<file path="src/rtl/ptl_delay.sv">
// Valid and sideband shift line that runs beside a divider.
`default_nettype none
module ptl_delay #(
  parameter int W     = 8,
  parameter int DEPTH = 2
) (
  input  logic         clk,
  input  logic         rst,
  input  logic         en,
  input  logic         v_in,
  input  logic [W-1:0] d_in,
  output logic         v_out,
  output logic [W-1:0] d_out
);

  logic [DEPTH-1:0] v_q;
  logic [W-1:0]     d_q [DEPTH];

  always_ff @(posedge clk) begin
    if (rst) begin
      v_q <= '0;
    end else if (en) begin
      v_q <= {v_q[DEPTH-2:0], v_in};
    end
  end

  always_ff @(posedge clk) begin
    if (en) begin
      d_q[0] <= d_in;
      for (int i = 1; i < DEPTH; i++) begin
        d_q[i] <= d_q[i-1];
      end
    end
  end

  assign v_out = v_q[DEPTH-1];
  assign d_out = d_q[DEPTH-1];

endmodule
`default_nettype wire
</file>
<file path="config.mk">
export PLATFORM = sky130hd
export DESIGN_NAME = ptl_delay
export DESIGN_NICKNAME = d
export VERILOG_FILES = /design/src/rtl/ptl_delay.sv
export SDC_FILE = /design/constraint.sdc
export NUM_CORES = 1
export LEC_CHECK = 0
export BUFFER_PORTS_ARGS = -buffer_cell sky130_fd_sc_hd__buf_2
export CORE_UTILIZATION = 45
export CTS_CLUSTER_DIAMETER = 120
export DETAILED_ROUTE_END_ITERATION = 8
export GPL_ROUTABILITY_DRIVEN = 0
export GPL_TIMING_DRIVEN = 0
export PLACE_DENSITY_LB_ADDON = 0.2
export SYNTH_ARGS = -nofsm -noshare
export SYNTH_HDL_FRONTEND = slang
export SYNTH_SLANG_ARGS = --single-unit
</file>
<file path="constraint.sdc">
create_clock -name clk -period 0.8 [get_ports clk]
set_clock_uncertainty 0.1 [all_clocks]
set_input_delay 0.12 -clock clk [delete_from_list [all_inputs] [get_ports clk]]
set_output_delay 0.12 -clock clk [all_outputs]
set_load 0.01 [all_outputs]
</file>
# [After elaboration in Yosys (flattened, before gate mapping)]
# Memories as Yosys holds them, arrays and structs flattened.
# Index checks and enable logic that the tools add are counted.
[word_totals] regBits=2 latchBits=0 ram_bits=16 rom_bits=0 in_bits=12 memories=1
[mem_list] name="d_q" words=2 word_bits=8 read_ports=2 rd_ports_with_merged_regs=0 wr=2 line_no="17" rtl="logic [W-1:0] d_q [DEPTH];"
[op_classes] n_addsub=0 n_mul=0 div=0 n_lt_le_gt_ge=0 n_eq_ne=0 n_shift=0 muxes=2 n_bitwise=0 reduce_logical=0
[ops] cell="two-way mux 1 bit" count=2

# [Longest topological paths before layout]
# Gate-level depths: netlist of run 1.
[logic_depth] ltp_word=2 depth_mapped=2

# [Least setup slack after synthesis of run 1]
# Ideal clock, no wire load.
[synth_timing] kind="register to output" start="memory d_q[1][0] (netlist: d_q[0][8])" end="output d_out[0]" arrival_ps=476 path_slack_ps=104 path_stages_with_launch=2 path_cell_list="edfxtp_1 > buf_4"
[synth_rtl] item="from (decl)" line_no="17"
[synth_rtl] item="to (decl)" line_no="13" rtl="output logic [W-1:0] d_out"

==> metrics.json, run 1 <==
{
  "most_frequent_cells_in_the_layout": {"value": "sky130_fd_sc_hd__edfxtp_1, sky130_fd_sc_hd__buf_2, sky130_fd_sc_hd__buf_6"},
  "route.detailed.wl_per_inst": {"value": 12.10, "unit": "um"},
  "synth-compound-area-share": {"value": 0, "unit": "%"},
  "max-slew-margin-rel": {"value": 74.99, "unit": "%"},
  "layout.cells.non_filler": {"value": 63},
  "synth_top_family_by_area": {"value": "buffers and inverters"},
  "worst_hold_slack": {"value": -0.07677, "unit": "ns"},
  "drtPass1Iterations": {"value": 2},
  "final_layout_size_suffix_gt1_share": {"value": 48.98, "unit": "%"},
  "synth_xor_area_share": {"value": 0, "unit": "%"},
  "detailroute.via_count": {"value": 289},
  "regArea": {"value": 521.8, "unit": "um2"},
  "timing.final.hold_violations": {"value": 6},
  "total_switching_power": {"value": 0.2984, "unit": "mW"},
  "synth_cell_type_count": {"value": 5},
  "worst_r2r_startpoint": {"value": "d_q[0][5]"},
  "timing.hold.worst.start": {"value": "d_in[2]"},
  "post-synth-top-area-cell": {"value": "sky130_fd_sc_hd__edfxtp_1"},
  "detail-route-antenna-nets": {"value": 0},
  "multi_input_area": {"value": 27.53, "unit": "um2"},
  "critPathLaunch": {"value": "d_q[0][15]"},
  "outcome": {"value": "complete, but fails checks"},
  "antenna_cells_inserted": {"value": 0},
  "worst_r2r_path_depth": {"value": 0},
  "global_route.peak_usage_layer": {"value": "met2"},
  "htreeDepth": {"value": 1},
  "fmax": {"value": 981.5, "unit": "MHz"},
  "postSynthRegisterBits": {"value": 18},
  "placed_area": {"value": 725.7, "unit": "um2"},
  "ordered_cell_list_for_the_critical_path": {"value": "buf_6"},
  "timing.final.crit_period": {"value": 1.019, "unit": "ns"},
  "boundaryPins": {"value": 21},
  "totalPowerFinal": {"value": 1.656, "unit": "mW"},
  "clock_tree_from_tritoncts": {"value": "yes"},
  "swShare": {"value": 18.02, "unit": "%"},
  "grt.met2_usage": {"value": 23.33, "unit": "%"},
  "syn2layout_area_growth": {"value": 29.22, "unit": "%"},
  "finalSetupViolCount": {"value": 12},
  "fp.dieH": {"value": 38.76, "unit": "um"},
  "nFillCells": {"value": 83},
  "powerDensity": {"value": 2108, "unit": "nW/um2"},
  "grt_start_max_net_pins": {"value": 19},
  "synthesis.area": {"value": 608.1, "unit": "um2"},
  "grt_setup_unrepaired": {"value": "true"},
  "dp.cells": {"value": 64},
  "worstPathRequired": {"value": 0.58, "unit": "ns"},
  "postRouteWirelength": {"value": 762, "unit": "um"},
  "cts_buffer_depth": {"value": 2},
  "clockPowerShare": {"value": 23.9, "unit": "%"},
  "row_count": {"value": 12},
  "synth.top_cells.by_area": {"value": "sky130_fd_sc_hd__edfxtp_1, sky130_fd_sc_hd__buf_4, sky130_fd_sc_hd__dfxtp_1"},
  "drt-vias-per-instance": {"value": 4.587},
  "cts.clk_slew.worst_paths": {"value": 0.09, "unit": "ns"},
  "track_usage": {"value": 12.25, "unit": "%"},
  "postCtsSetupBuffers": {"value": 0},
  "worst_ep_arrival": {"value": 0.80, "unit": "ns"},
  "number_of_antenna_violations_at_the_first_check_in_global_routing": {"value": 0},
  "p_comb_share": {"value": 8.3, "unit": "%"},
  "crit_type": {"value": "reg2out"},
  "finalMaxSlewViolations": {"value": 0},
  "max_cap_violations": {"value": 0},
  "reported_leakage_power": {"value": 0.3169, "unit": "nW"},
  "synth-seq-area-share": {"value": 85.60, "unit": "%"},
  "clock_insertion_delay_worst_skew": {"value": 0.27, "unit": "ns"},
  "floorplan.initialDensity": {"value": 51.27, "unit": "%"},
  "numCtsBuffers": {"value": 3},
  "critical_path_depth": {"value": 1},
  "finalCritPeriodShare": {"value": 127.4, "unit": "%"},
  "synth_top_area_share": {"value": 79.01, "unit": "%"},
  "finalNetCount": {"value": 63},
  "synth_fa_ha_area_share": {"value": 0, "unit": "%"},
  "setup_tns": {"value": -1.924, "unit": "ns"},
  "synthMuxAreaShare": {"value": 3.292, "unit": "%"},
  "min_delay_path_class": {"value": "in2reg"},
  "synth.avg_cell_area": {"value": 20.27, "unit": "um2"},
  "sequentialPowerShare": {"value": 67.8, "unit": "%"},
  "power.internal": {"value": 1.358, "unit": "mW"},
  "syn_inst": {"value": 30},
  "cts_root_buf": {"value": "sky130_fd_sc_hd__clkbuf_4"},
  "overflow": {"value": 0},
  "grt_first_pass_wirelength": {"value": 1097, "unit": "um"},
  "hold_depth": {"value": 1},
  "crit_slowest_cell": {"value": "sky130_fd_sc_hd__edfxtp_1"},
  "number_of_drc_markers_after_the_initial_detailed_route_iteration": {"value": 3},
  "cts.sink_count": {"value": 18},
  "mappedNetlistNets": {"value": 42},
  "post_synth_and_or_nand_nor_area_fraction": {"value": 1.235, "unit": "%"},
  "startpoint_type": {"value": "flop"},
  "layout.cells.most_common": {"value": "sky130_fd_sc_hd__edfxtp_1"},
  "setup.worst_path.end_class": {"value": "output port"},
  "grt_util_met1": {"value": 10.36, "unit": "%"},
  "final_design_area_no_fill": {"value": 785.8, "unit": "um2"},
  "number_of_global_route_vias_before_repair": {"value": 270},
  "critPathTopFamily": {"value": "flip-flops"},
  "yosys_warnings": {"value": 0},
  "gr-usage-met3": {"value": 4.046, "unit": "%"},
  "drcViolationCount": {"value": 0},
  "setup_slack": {"value": -0.2189, "unit": "ns"},
  "worst_slew_pin_slew": {"value": 0.3752, "unit": "ns"},
  "fp.dieArea": {"value": 1502, "unit": "um2"},
  "irDropWorstVdd": {"value": 1.236, "unit": "mV"},
  "placeableCoreArea": {"value": 1186, "unit": "um2"},
  "failed_checks": {"value": "hold timing, setup timing"},
  "die_w": {"value": 38.76, "unit": "um"},
  "path_max_fanout": {"value": 1},
  "port_buffers": {"value": 20},
  "critical_path.max_stage_delay": {"value": 0.39, "unit": "ns"},
  "critPathBufInv": {"value": 1}
}
final cells by class:
| class | count | area share [%] |
|---|---|---|
| Sequential cell | 18 | 66.40 |
| Timing Repair Buffer | 24 | 25.00 |
| Multi-Input combinational cell | 4 | 3.503 |
| Clock buffer | 3 | 2.866 |
| Tap cell | 14 | 2.229 |
kinds of logic (layout without fill, tap and decap cells):
logic type / count (synthesis) / after routing
DFF: 18 / 18
and+or+nand+nor: 2 / 2
buffers and inverters: 8 / 27
muxes: 2 / 2
sequential cells by signal (all words and copies together), names as in the netlist:
signal  cells
v_q         2
d_q        16
metrics by stage:
stage / utilization (%) / setup slack (ns) / hold slack [ns]
after floorplan: - / 0.1044 / 0.09238
after global placement: 61.18 / -0.1158 / 0.1905
after detailed placement: 61.18 / -0.1493 / 0.1962
after CTS: 63.71 / -0.2391 / -0.08891
after global routing: 66.24 / -0.2777 / -0.1052
final: 66.24 / -0.2189 / -0.07677
worst paths after layout:
kind / to / slack (ns)
min: d_q[0][2] / -0.08
max reg2reg: d_q[0][13] / 0.04
min reg2reg: d_q[0][14] / 0.33
max: d_out[7] / -0.22
synthesized netlist by cell type (all sizes together):
library cell	instances
buf	8
dfxtp	2
edfxtp	16
mux2i	2
nor2	2
metal layers:
metal  vias to the layer above  part of all wire, %
met2                        16                   60
met3                         0                  5.1
met1                       133                   35
li1                        140                    -
met5                         -                    0
met4                         0                    0
power by group through the flow:
stage	logic [mW]	clock network (mW)	registers, mW
final	0.137	0.396	1.12
after global routing	0.149	0.459	1.13
after CTS	0.126	0.405	1.13
after detailed placement	0.127	0	1.14
after global placement	0.122	0	1.13
after floorplan	0.0581	0	1.13
what timing repair did:
action                                  CTS  global route
endpoints found under the setup margin    9             9
resized for setup                        10             0
hold buffers                              1             3
endpoints found under the hold margin    10             9
No activity file was read; power rests on OpenSTA's default activity.
==> inputs of run 2 (changes only) <==
--- a/config.mk
+++ b/config.mk
@@ -7,11 +7,13 @@
 export LEC_CHECK = 0
 export BUFFER_PORTS_ARGS = -buffer_cell sky130_fd_sc_hd__buf_2
 export CORE_UTILIZATION = 45
+export CTS_BUF_LIST = sky130_fd_sc_hd__clkbuf_16
 export CTS_CLUSTER_DIAMETER = 120
 export DETAILED_ROUTE_END_ITERATION = 8
 export GPL_ROUTABILITY_DRIVEN = 0
 export GPL_TIMING_DRIVEN = 0
 export PLACE_DENSITY_LB_ADDON = 0.2
+export RECOVER_POWER = 50
 export SYNTH_ARGS = -nofsm -noshare
 export SYNTH_HDL_FRONTEND = slang
 export SYNTH_SLANG_ARGS = --single-unit
==> run 2 against run 1 <==
Compared with the run above:
- the flow still finishes with violations (hold timing, setup timing)
- global-route usage up 0.36 points
- sequential power about the same
- routed wire length shrank 6.3%
- fmax rose by 4.2%
- design area grew 1.6%
- flip-flop and latch count did not move
- clock-buffer cell count unchanged
- critical path depth unchanged
- core utilization grew 1.1 points
- combinational power down 12%
- critical endpoint is now d_out[0]
==> metrics.json, run 2 (same netlist as run 1, synthesis figures left out) <==
{
  "finalNetCount": {"value": 59, "change": "-6.3%"},
  "port_buffers": {"value": 20, "change": "unchanged"},
  "layout.cells.most_common": {"value": "sky130_fd_sc_hd__edfxtp_1"},
  "postRouteWirelength": {"value": 714, "unit": "um", "change": "-6.3%"},
  "syn2layout_area_growth": {"value": 31.28, "unit": "%"},
  "max_flop_register": {"value": "d_q"},
  "fmax": {"value": 1023, "unit": "MHz", "change": "+4.2%"},
  "htreeDepth": {"value": 1, "change": "unchanged"},
  "sequentialPowerShare": {"value": 51.7, "unit": "%", "change": "-16 points"},
  "timing.final.hold_violations": {"value": 10, "change": "+4"},
  "cts_buffer_depth": {"value": 2, "change": "unchanged"},
  "grt_setup_unrepaired": {"value": "true"},
  "layout.cells.non_filler": {"value": 59, "change": "-6.3%"},
  "detail-route-antenna-nets": {"value": 0, "change": "unchanged"},
  "failed_checks": {"value": "hold timing, setup timing"},
  "power.internal": {"value": 1.830, "unit": "mW", "change": "+35%"},
  "path_max_fanout": {"value": 1, "change": "unchanged"},
  "numCtsBuffers": {"value": 3, "change": "unchanged"},
  "irDropWorstVdd": {"value": 1.703, "unit": "mV", "change": "+38%"},
  "track_usage": {"value": 12.61, "unit": "%", "change": "+0.36 points"},
  "grt_first_pass_wirelength": {"value": 1110, "unit": "um", "change": "+1.2%"},
  "ordered_cell_list_for_the_critical_path": {"value": "buf_6"},
  "totalPowerFinal": {"value": 2.184, "unit": "mW", "change": "+32%"},
  "finalSetupViolCount": {"value": 9, "change": "-3"},
  "clock_tree_from_tritoncts": {"value": "yes"},
  "powerDensity": {"value": 2735, "unit": "nW/um2", "change": "+30%"},
  "setup_tns": {"value": -1.455, "unit": "ns", "change": "+0.4696 ns"},
  "drt-vias-per-instance": {"value": 4.746, "change": "+3.5%"},
  "placeableCoreArea": {"value": 1186, "unit": "um2", "change": "unchanged"},
  "critPathTopFamily": {"value": "flip-flops"},
  "setup.worst_path.end_class": {"value": "output port"},
  "floorplan.initialDensity": {"value": 51.27, "unit": "%", "change": "unchanged"},
  "fp.dieH": {"value": 38.76, "unit": "um", "change": "unchanged"},
  "total_switching_power": {"value": 0.3537, "unit": "mW", "change": "+19%"},
  "finalCritPeriodShare": {"value": 122.2, "unit": "%", "change": "-5.1 points"},
  "overflow": {"value": 0, "change": "unchanged"},
  "nFillCells": {"value": 81, "change": "-2.4%"},
  "worstPathRequired": {"value": 0.58, "unit": "ns", "change": "about the same"},
  "detailroute.via_count": {"value": 280, "change": "-3.1%"},
  "route.detailed.wl_per_inst": {"value": 12.10, "unit": "um", "change": "about the same"},
  "reported_leakage_power": {"value": 0.3236, "unit": "nW", "change": "+2.1%"},
  "grt_util_met1": {"value": 9.524, "unit": "%", "change": "-0.83 points"},
  "grt_start_max_net_pins": {"value": 19, "change": "unchanged"},
  "clockPowerShare": {"value": 42.8, "unit": "%", "change": "+19 points"},
  "timing.final.crit_period": {"value": 0.9778, "unit": "ns", "change": "-0.04105 ns"},
  "most_frequent_cells_in_the_layout": {"value": "sky130_fd_sc_hd__edfxtp_1, sky130_fd_sc_hd__buf_2, sky130_fd_sc_hd__buf_6"},
  "leading_registers_by_flop_count": {"value": "d_q x16, v_q x2"},
  "number_of_antenna_violations_at_the_first_check_in_global_routing": {"value": 0, "change": "unchanged"},
  "dp.cells": {"value": 64, "change": "unchanged"},
  "boundaryPins": {"value": 21, "change": "unchanged"},
  "postCtsSetupBuffers": {"value": 0, "change": "unchanged"},
  "startpoint_type": {"value": "flop"},
  "swShare": {"value": 16.20, "unit": "%", "change": "-1.8 points"},
  "drtPass1Iterations": {"value": 3, "change": "+1"},
  "number_of_global_route_vias_before_repair": {"value": 286, "change": "+5.9%"},
  "finalMaxSlewViolations": {"value": 0, "change": "unchanged"},
  "cts_root_buf": {"value": "sky130_fd_sc_hd__clkbuf_16"},
  "worst_slew_pin_slew": {"value": 0.4279, "unit": "ns", "change": "+0.05272 ns"},
  "critical_path.max_stage_delay": {"value": 0.38, "unit": "ns", "change": "about the same"},
  "global_route.peak_usage_layer": {"value": "met2"},
  "critPathBufInv": {"value": 1, "change": "unchanged"},
  "setup_slack": {"value": -0.1778, "unit": "ns", "change": "+0.04105 ns"},
  "drcViolationCount": {"value": 0, "change": "unchanged"},
  "p_comb_share": {"value": 5.5, "unit": "%", "change": "-2.8 points"},
  "gr-usage-met3": {"value": 2.312, "unit": "%", "change": "-1.7 points"},
  "max-slew-margin-rel": {"value": 71.47, "unit": "%", "change": "-3.5 points"},
  "number_of_drc_markers_after_the_initial_detailed_route_iteration": {"value": 4, "change": "+1"},
  "worst_ep_arrival": {"value": 0.76, "unit": "ns", "change": "-0.04 ns"},
  "max_cap_violations": {"value": 0, "change": "unchanged"},
  "final_layout_size_suffix_gt1_share": {"value": 53.33, "unit": "%", "change": "+4.4 points"},
  "crit_type": {"value": "reg2out"},
  "antenna_cells_inserted": {"value": 0, "change": "unchanged"},
  "min_delay_path_class": {"value": "in2reg"},
  "fp.dieArea": {"value": 1502, "unit": "um2", "change": "unchanged"},
  "grt.met2_usage": {"value": 24.17, "unit": "%", "change": "+0.83 points"},
  "clock_insertion_delay_worst_skew": {"value": 0.24, "unit": "ns", "change": "-0.03 ns"},
  "die_w": {"value": 38.76, "unit": "um", "change": "unchanged"},
  "outcome": {"value": "complete, but fails checks"},
  "cts.sink_count": {"value": 18, "change": "unchanged"},
  "crit_slowest_cell": {"value": "sky130_fd_sc_hd__edfxtp_1"},
  "worst_hold_slack": {"value": -0.06037, "unit": "ns", "change": "+0.01639 ns"},
  "cts.clk_slew.worst_paths": {"value": 0.04, "unit": "ns", "change": "-0.05 ns"},
  "largest_register_ff_count": {"value": 16, "change": "unchanged"},
  "row_count": {"value": 12, "change": "unchanged"}
}
[run 2: changes by cell type in the layout (fill, tap and decap cells not counted), sizes merged]
cell	previous run	this run
dlygate4sd3	4	0
clkbuf	3	4
buf	20	19
[run 2: path summary, 6_finish.rpt]
check                               start          to  slack [ns]  depth (start not counted)
worst max register to register  d_q[0][5]  d_q[0][13]        0.04                          0
worst min-delay path                  rst      v_q[1]       -0.06                          2
worst max-delay path            d_q[0][8]    d_out[0]       -0.18                          1
worst min register to register  d_q[0][6]  d_q[0][14]        0.32                          0
[run 2: final cells by class]
type / instances / area [um2] / share of cell area, %
Sequential cell: 18 / 521.8 / 65.36
Multi-Input combinational cell: 4 / 27.53 / 3.448
Tap cell: 14 / 17.52 / 2.194
Clock buffer: 3 / 75.07 / 9.404
Timing Repair Buffer: 20 / 156.4 / 19.59
[run 2: metrics by stage]
| stage | setup WS, ns | area (um2) | util (%) |
|---|---|---|---|
| 3_3_place_gp | -0.1158 | 725.7 | 61.18 |
| 3_5_place_dp | -0.1493 | 725.7 | 61.18 |
| 5_1_grt | -0.2063 | 798.3 | 67.30 |
| 4_1_cts | -0.1909 | 798.3 | 67.30 |
| 6_report | -0.1778 | 798.3 | 67.30 |
| 2_1_floorplan | 0.1044 | 608.1 | - |
[run 2: power groups by stage]
stage / Clock (mW) / Sequential (mW) / Combinational (mW)
CTS: 0.941 / 1.13 / 0.122
finish: 0.934 / 1.13 / 0.121
global placement: 0 / 1.13 / 0.122
detailed placement: 0 / 1.14 / 0.127
global route: 0.981 / 1.13 / 0.132
floorplan: 0 / 1.13 / 0.0581
[run 2: layer usage]
layer | vias up | routed length, um
li1 | 131 | -
met2 | 18 | 399
met1 | 127 | 245
met3 | 4 | 38
met4 | 0 | 31
met5 | - | 0
[run 2: timing repair]
action	in CTS	in global routing
gates resized for setup	10	0
setup endpoints to repair	9	9
endpoints found under the hold margin	10	10
==> inputs of run 3 (changes only) <==
==> constraint.sdc (replaced) <==
create_clock -name clk -period 0.9 [get_ports clk]
set_clock_uncertainty 0.1 [all_clocks]
set_input_delay 0.135 -clock clk [delete_from_list [all_inputs] [get_ports clk]]
set_output_delay 0.135 -clock clk [all_outputs]
set_load 0.01 [all_outputs]
==> run 3 against run 2 <==
Compared with the run above:
- the run ends with setup timing left
- flip-flop and latch count is the same
- global-route usage grew 2.0 points
- first-iteration DRC count grew to 3.3 times the previous value
- sequential share of layout area shrank 6.3 points
- routed wire length grew 22%
- register-to-register slack gained 0.10 ns
- setup slack gained 0.082 ns
- critical path depth is the same
- clock power shrank 10%
- non-clock buffer count grew 8
- core utilization grew 7.2 points
- die area is the same
- critical path type unchanged
==> metrics.json, run 3 (same netlist as run 1, synthesis figures left out) <==
{
  "outcome": {"value": "complete, but fails checks"},
  "failed_checks": {"value": "setup timing"},
  "placed_area": {"value": 725.7, "unit": "um2", "change": "unchanged"},
  "min_delay_path_class": {"value": "in2reg"},
  "finalMaxSlewViolations": {"value": 0, "change": "unchanged"},
  "floorplan.initialDensity": {"value": 51.27, "unit": "%", "change": "unchanged"},
  "postRouteWirelength": {"value": 869, "unit": "um", "change": "+22%"},
  "post-route-util": {"value": 74.47, "unit": "%", "change": "+7.2 points"},
  "timing.final.crit_period": {"value": 0.9957, "unit": "ns"},
  "critical_path.max_stage_delay": {"value": 0.38, "unit": "ns", "change": "about the same"},
  "reported_leakage_power": {"value": 0.3568, "unit": "nW", "change": "+10%"},
  "powerDensity": {"value": 2239, "unit": "nW/um2", "change": "-18%"},
  "cts_buffer_depth": {"value": 2, "change": "unchanged"},
  "finalSetupViolCount": {"value": 10, "change": "+1"},
  "boundaryPins": {"value": 21, "change": "unchanged"},
  "swShare": {"value": 16.51, "unit": "%", "change": "+0.31 points"},
  "row_count": {"value": 12, "change": "unchanged"},
  "layout.cells.non_filler": {"value": 67, "change": "+14%"},
  "cts.sink_count": {"value": 18, "change": "unchanged"},
  "max-slew-margin-rel": {"value": 71.94, "unit": "%", "change": "+0.47 points"},
  "max_flop_register": {"value": "d_q"},
  "overflow": {"value": 0, "change": "unchanged"},
  "finalCritPeriodShare": {"value": 110.6, "unit": "%"},
  "clock_insertion_delay_worst_skew": {"value": 0.24, "unit": "ns", "change": "about the same"},
  "worst_hold_slack": {"value": 0.04055, "unit": "ns", "change": "+0.1009 ns"},
  "wirelength_met1": {"value": 285, "unit": "um", "change": "+16%"},
  "critPathBufInv": {"value": 1, "change": "unchanged"},
  "port_buffers": {"value": 20, "change": "unchanged"},
  "sequentialPowerShare": {"value": 50.7, "unit": "%", "change": "-1.0 points"},
  "htreeDepth": {"value": 1, "change": "unchanged"},
  "leading_registers_by_flop_count": {"value": "d_q x16, v_q x2"},
  "drt-vias-per-instance": {"value": 4.791, "change": "+0.95%"},
  "grt_start_max_net_pins": {"value": 19, "change": "unchanged"},
  "syn2layout_area_growth": {"value": 45.27, "unit": "%"},
  "total_switching_power": {"value": 0.3266, "unit": "mW", "change": "-7.7%"},
  "antenna_cells_inserted": {"value": 0, "change": "unchanged"},
  "clock_tree_from_tritoncts": {"value": "yes"},
  "number_of_drc_markers_after_the_initial_detailed_route_iteration": {"value": 13, "change": "+9"},
  "regToRegSetupSlack": {"value": 0.14, "unit": "ns", "change": "+0.10 ns"},
  "path_max_fanout": {"value": 1, "change": "unchanged"},
  "final_layout_size_suffix_gt1_share": {"value": 43.40, "unit": "%", "change": "-9.9 points"},
  "startpoint_type": {"value": "flop"},
  "numCtsBuffers": {"value": 3, "change": "unchanged"},
  "largest_register_ff_count": {"value": 16, "change": "unchanged"},
  "setup.worst_path.end_class": {"value": "output port"},
  "grt_setup_unrepaired": {"value": "true"},
  "cts.clk_slew.worst_paths": {"value": 0.05, "unit": "ns", "change": "about the same"},
  "number_of_global_route_vias_before_repair": {"value": 343, "change": "+20%"},
  "worstPathRequired": {"value": 0.66, "unit": "ns", "change": "+0.08 ns"},
  "met2_length": {"value": 511, "unit": "um", "change": "+28%"},
  "setup_slack": {"value": -0.09566, "unit": "ns", "change": "+0.08218 ns"},
  "drcViolationCount": {"value": 0, "change": "unchanged"},
  "clockPowerShare": {"value": 42.3, "unit": "%", "change": "-0.5 points"},
  "power.internal": {"value": 1.651, "unit": "mW", "change": "-9.8%"},
  "max_cap_violations": {"value": 0, "change": "unchanged"},
  "critPathTopFamily": {"value": "flip-flops"},
  "dp.cells": {"value": 64, "change": "unchanged"},
  "die_w": {"value": 38.76, "unit": "um", "change": "unchanged"},
  "fp.dieH": {"value": 38.76, "unit": "um", "change": "unchanged"},
  "met3_wirelength": {"value": 41, "unit": "um", "change": "+7.9%"},
  "worst_slew_pin_slew": {"value": 0.4208, "unit": "ns", "change": "-0.007082 ns"},
  "crit_slowest_cell": {"value": "sky130_fd_sc_hd__edfxtp_1"},
  "crit_type": {"value": "reg2out"},
  "timing.final.hold_violations": {"value": 0, "change": "-10"},
  "finalNetCount": {"value": 67, "change": "+14%"},
  "worst_ep_arrival": {"value": 0.76, "unit": "ns", "change": "about the same"},
  "grt_first_pass_wirelength": {"value": 1324, "unit": "um", "change": "+19%"},
  "route.detailed.wl_per_inst": {"value": 12.97, "unit": "um", "change": "+7.2%"},
  "fp.dieArea": {"value": 1502, "unit": "um2", "change": "unchanged"},
  "most_frequent_cells_in_the_layout": {"value": "sky130_fd_sc_hd__edfxtp_1, sky130_fd_sc_hd__buf_2, sky130_fd_sc_hd__buf_6"},
  "drtPass1Iterations": {"value": 3, "change": "unchanged"},
  "detailroute.via_count": {"value": 321, "change": "+15%"},
  "layout.cells.most_common": {"value": "sky130_fd_sc_hd__edfxtp_1"},
  "detail-route-antenna-nets": {"value": 0, "change": "unchanged"},
  "fmax": {"value": 1004, "unit": "MHz"},
  "final_design_area_no_fill": {"value": 883.3, "unit": "um2", "change": "+11%"},
  "ordered_cell_list_for_the_critical_path": {"value": "buf_6"},
  "irDropWorstVdd": {"value": 1.539, "unit": "mV", "change": "-9.7%"},
  "track_usage": {"value": 14.61, "unit": "%", "change": "+2.0 points"},
  "p_comb_share": {"value": 6.9, "unit": "%", "change": "+1.4 points"},
  "number_of_antenna_violations_at_the_first_check_in_global_routing": {"value": 0, "change": "unchanged"},
  "postCtsSetupBuffers": {"value": 0, "change": "unchanged"},
  "cts_root_buf": {"value": "sky130_fd_sc_hd__clkbuf_16"},
  "placeableCoreArea": {"value": 1186, "unit": "um2", "change": "unchanged"},
  "dr.max_layer_used": {"value": "met4"}
}
-- run 3: path summary, 6_finish.rpt --
| path | startpoint | endpoint | depth (start not counted) |
|---|---|---|---|
| worst min register to register | d_q[0][6] | d_q[0][14] | 0 |
| worst min-delay path | v_in | v_q[0] | 3 |
| worst max register to register | d_q[0][5] | d_q[0][13] | 0 |
| worst max-delay path | d_q[0][8] | d_out[0] | 1 |
-- run 3: routing by layer --
metal | track usage (%) | up-vias
li1 | - | 148
met1 | 11.11 | 151
met2 | 29.17 | 18
met3 | 2.312 | 4
met4 | 12.93 | 0
met5 | 0 | -
-- run 3: stage by stage --
stage	setup slack [ns]	power (mW)	TNS (ns)
after global placement	-0.03080	1.113	-0.06096
after CTS	-0.1059	1.981	-0.7664
after floorplan	0.1894	1.057	0
after global routing	-0.1213	2.024	-0.8727
after detailed placement	-0.06431	1.126	-0.3783
final	-0.09566	1.978	-0.7074
-- run 3: cell type report --
type                            count  area (um2)
Clock buffer                        3       75.07
Sequential cell                    18       521.8
Timing Repair Buffer               28       241.5
Fill cell                          66       302.8
Multi-Input combinational cell      4       27.53
Tap cell                           14       17.52
-- run 3: what timing repair did --
item,in CTS,in global routing
hold buffers,9,0
gates resized for setup,10,1
hold endpoints to repair,10,0
endpoints found under the setup margin,9,11
-- run 3: power groups by stage --
stage          registers, mW  logic, mW  clock network (mW)
2_1_floorplan           1.01     0.0517                   0
3_5_place_dp            1.01      0.112                   0
3_3_place_gp            1.01      0.108                   0
5_1_grt                 1.01      0.149               0.868
6_report                1.00      0.137               0.837
4_1_cts                 1.01      0.138               0.837
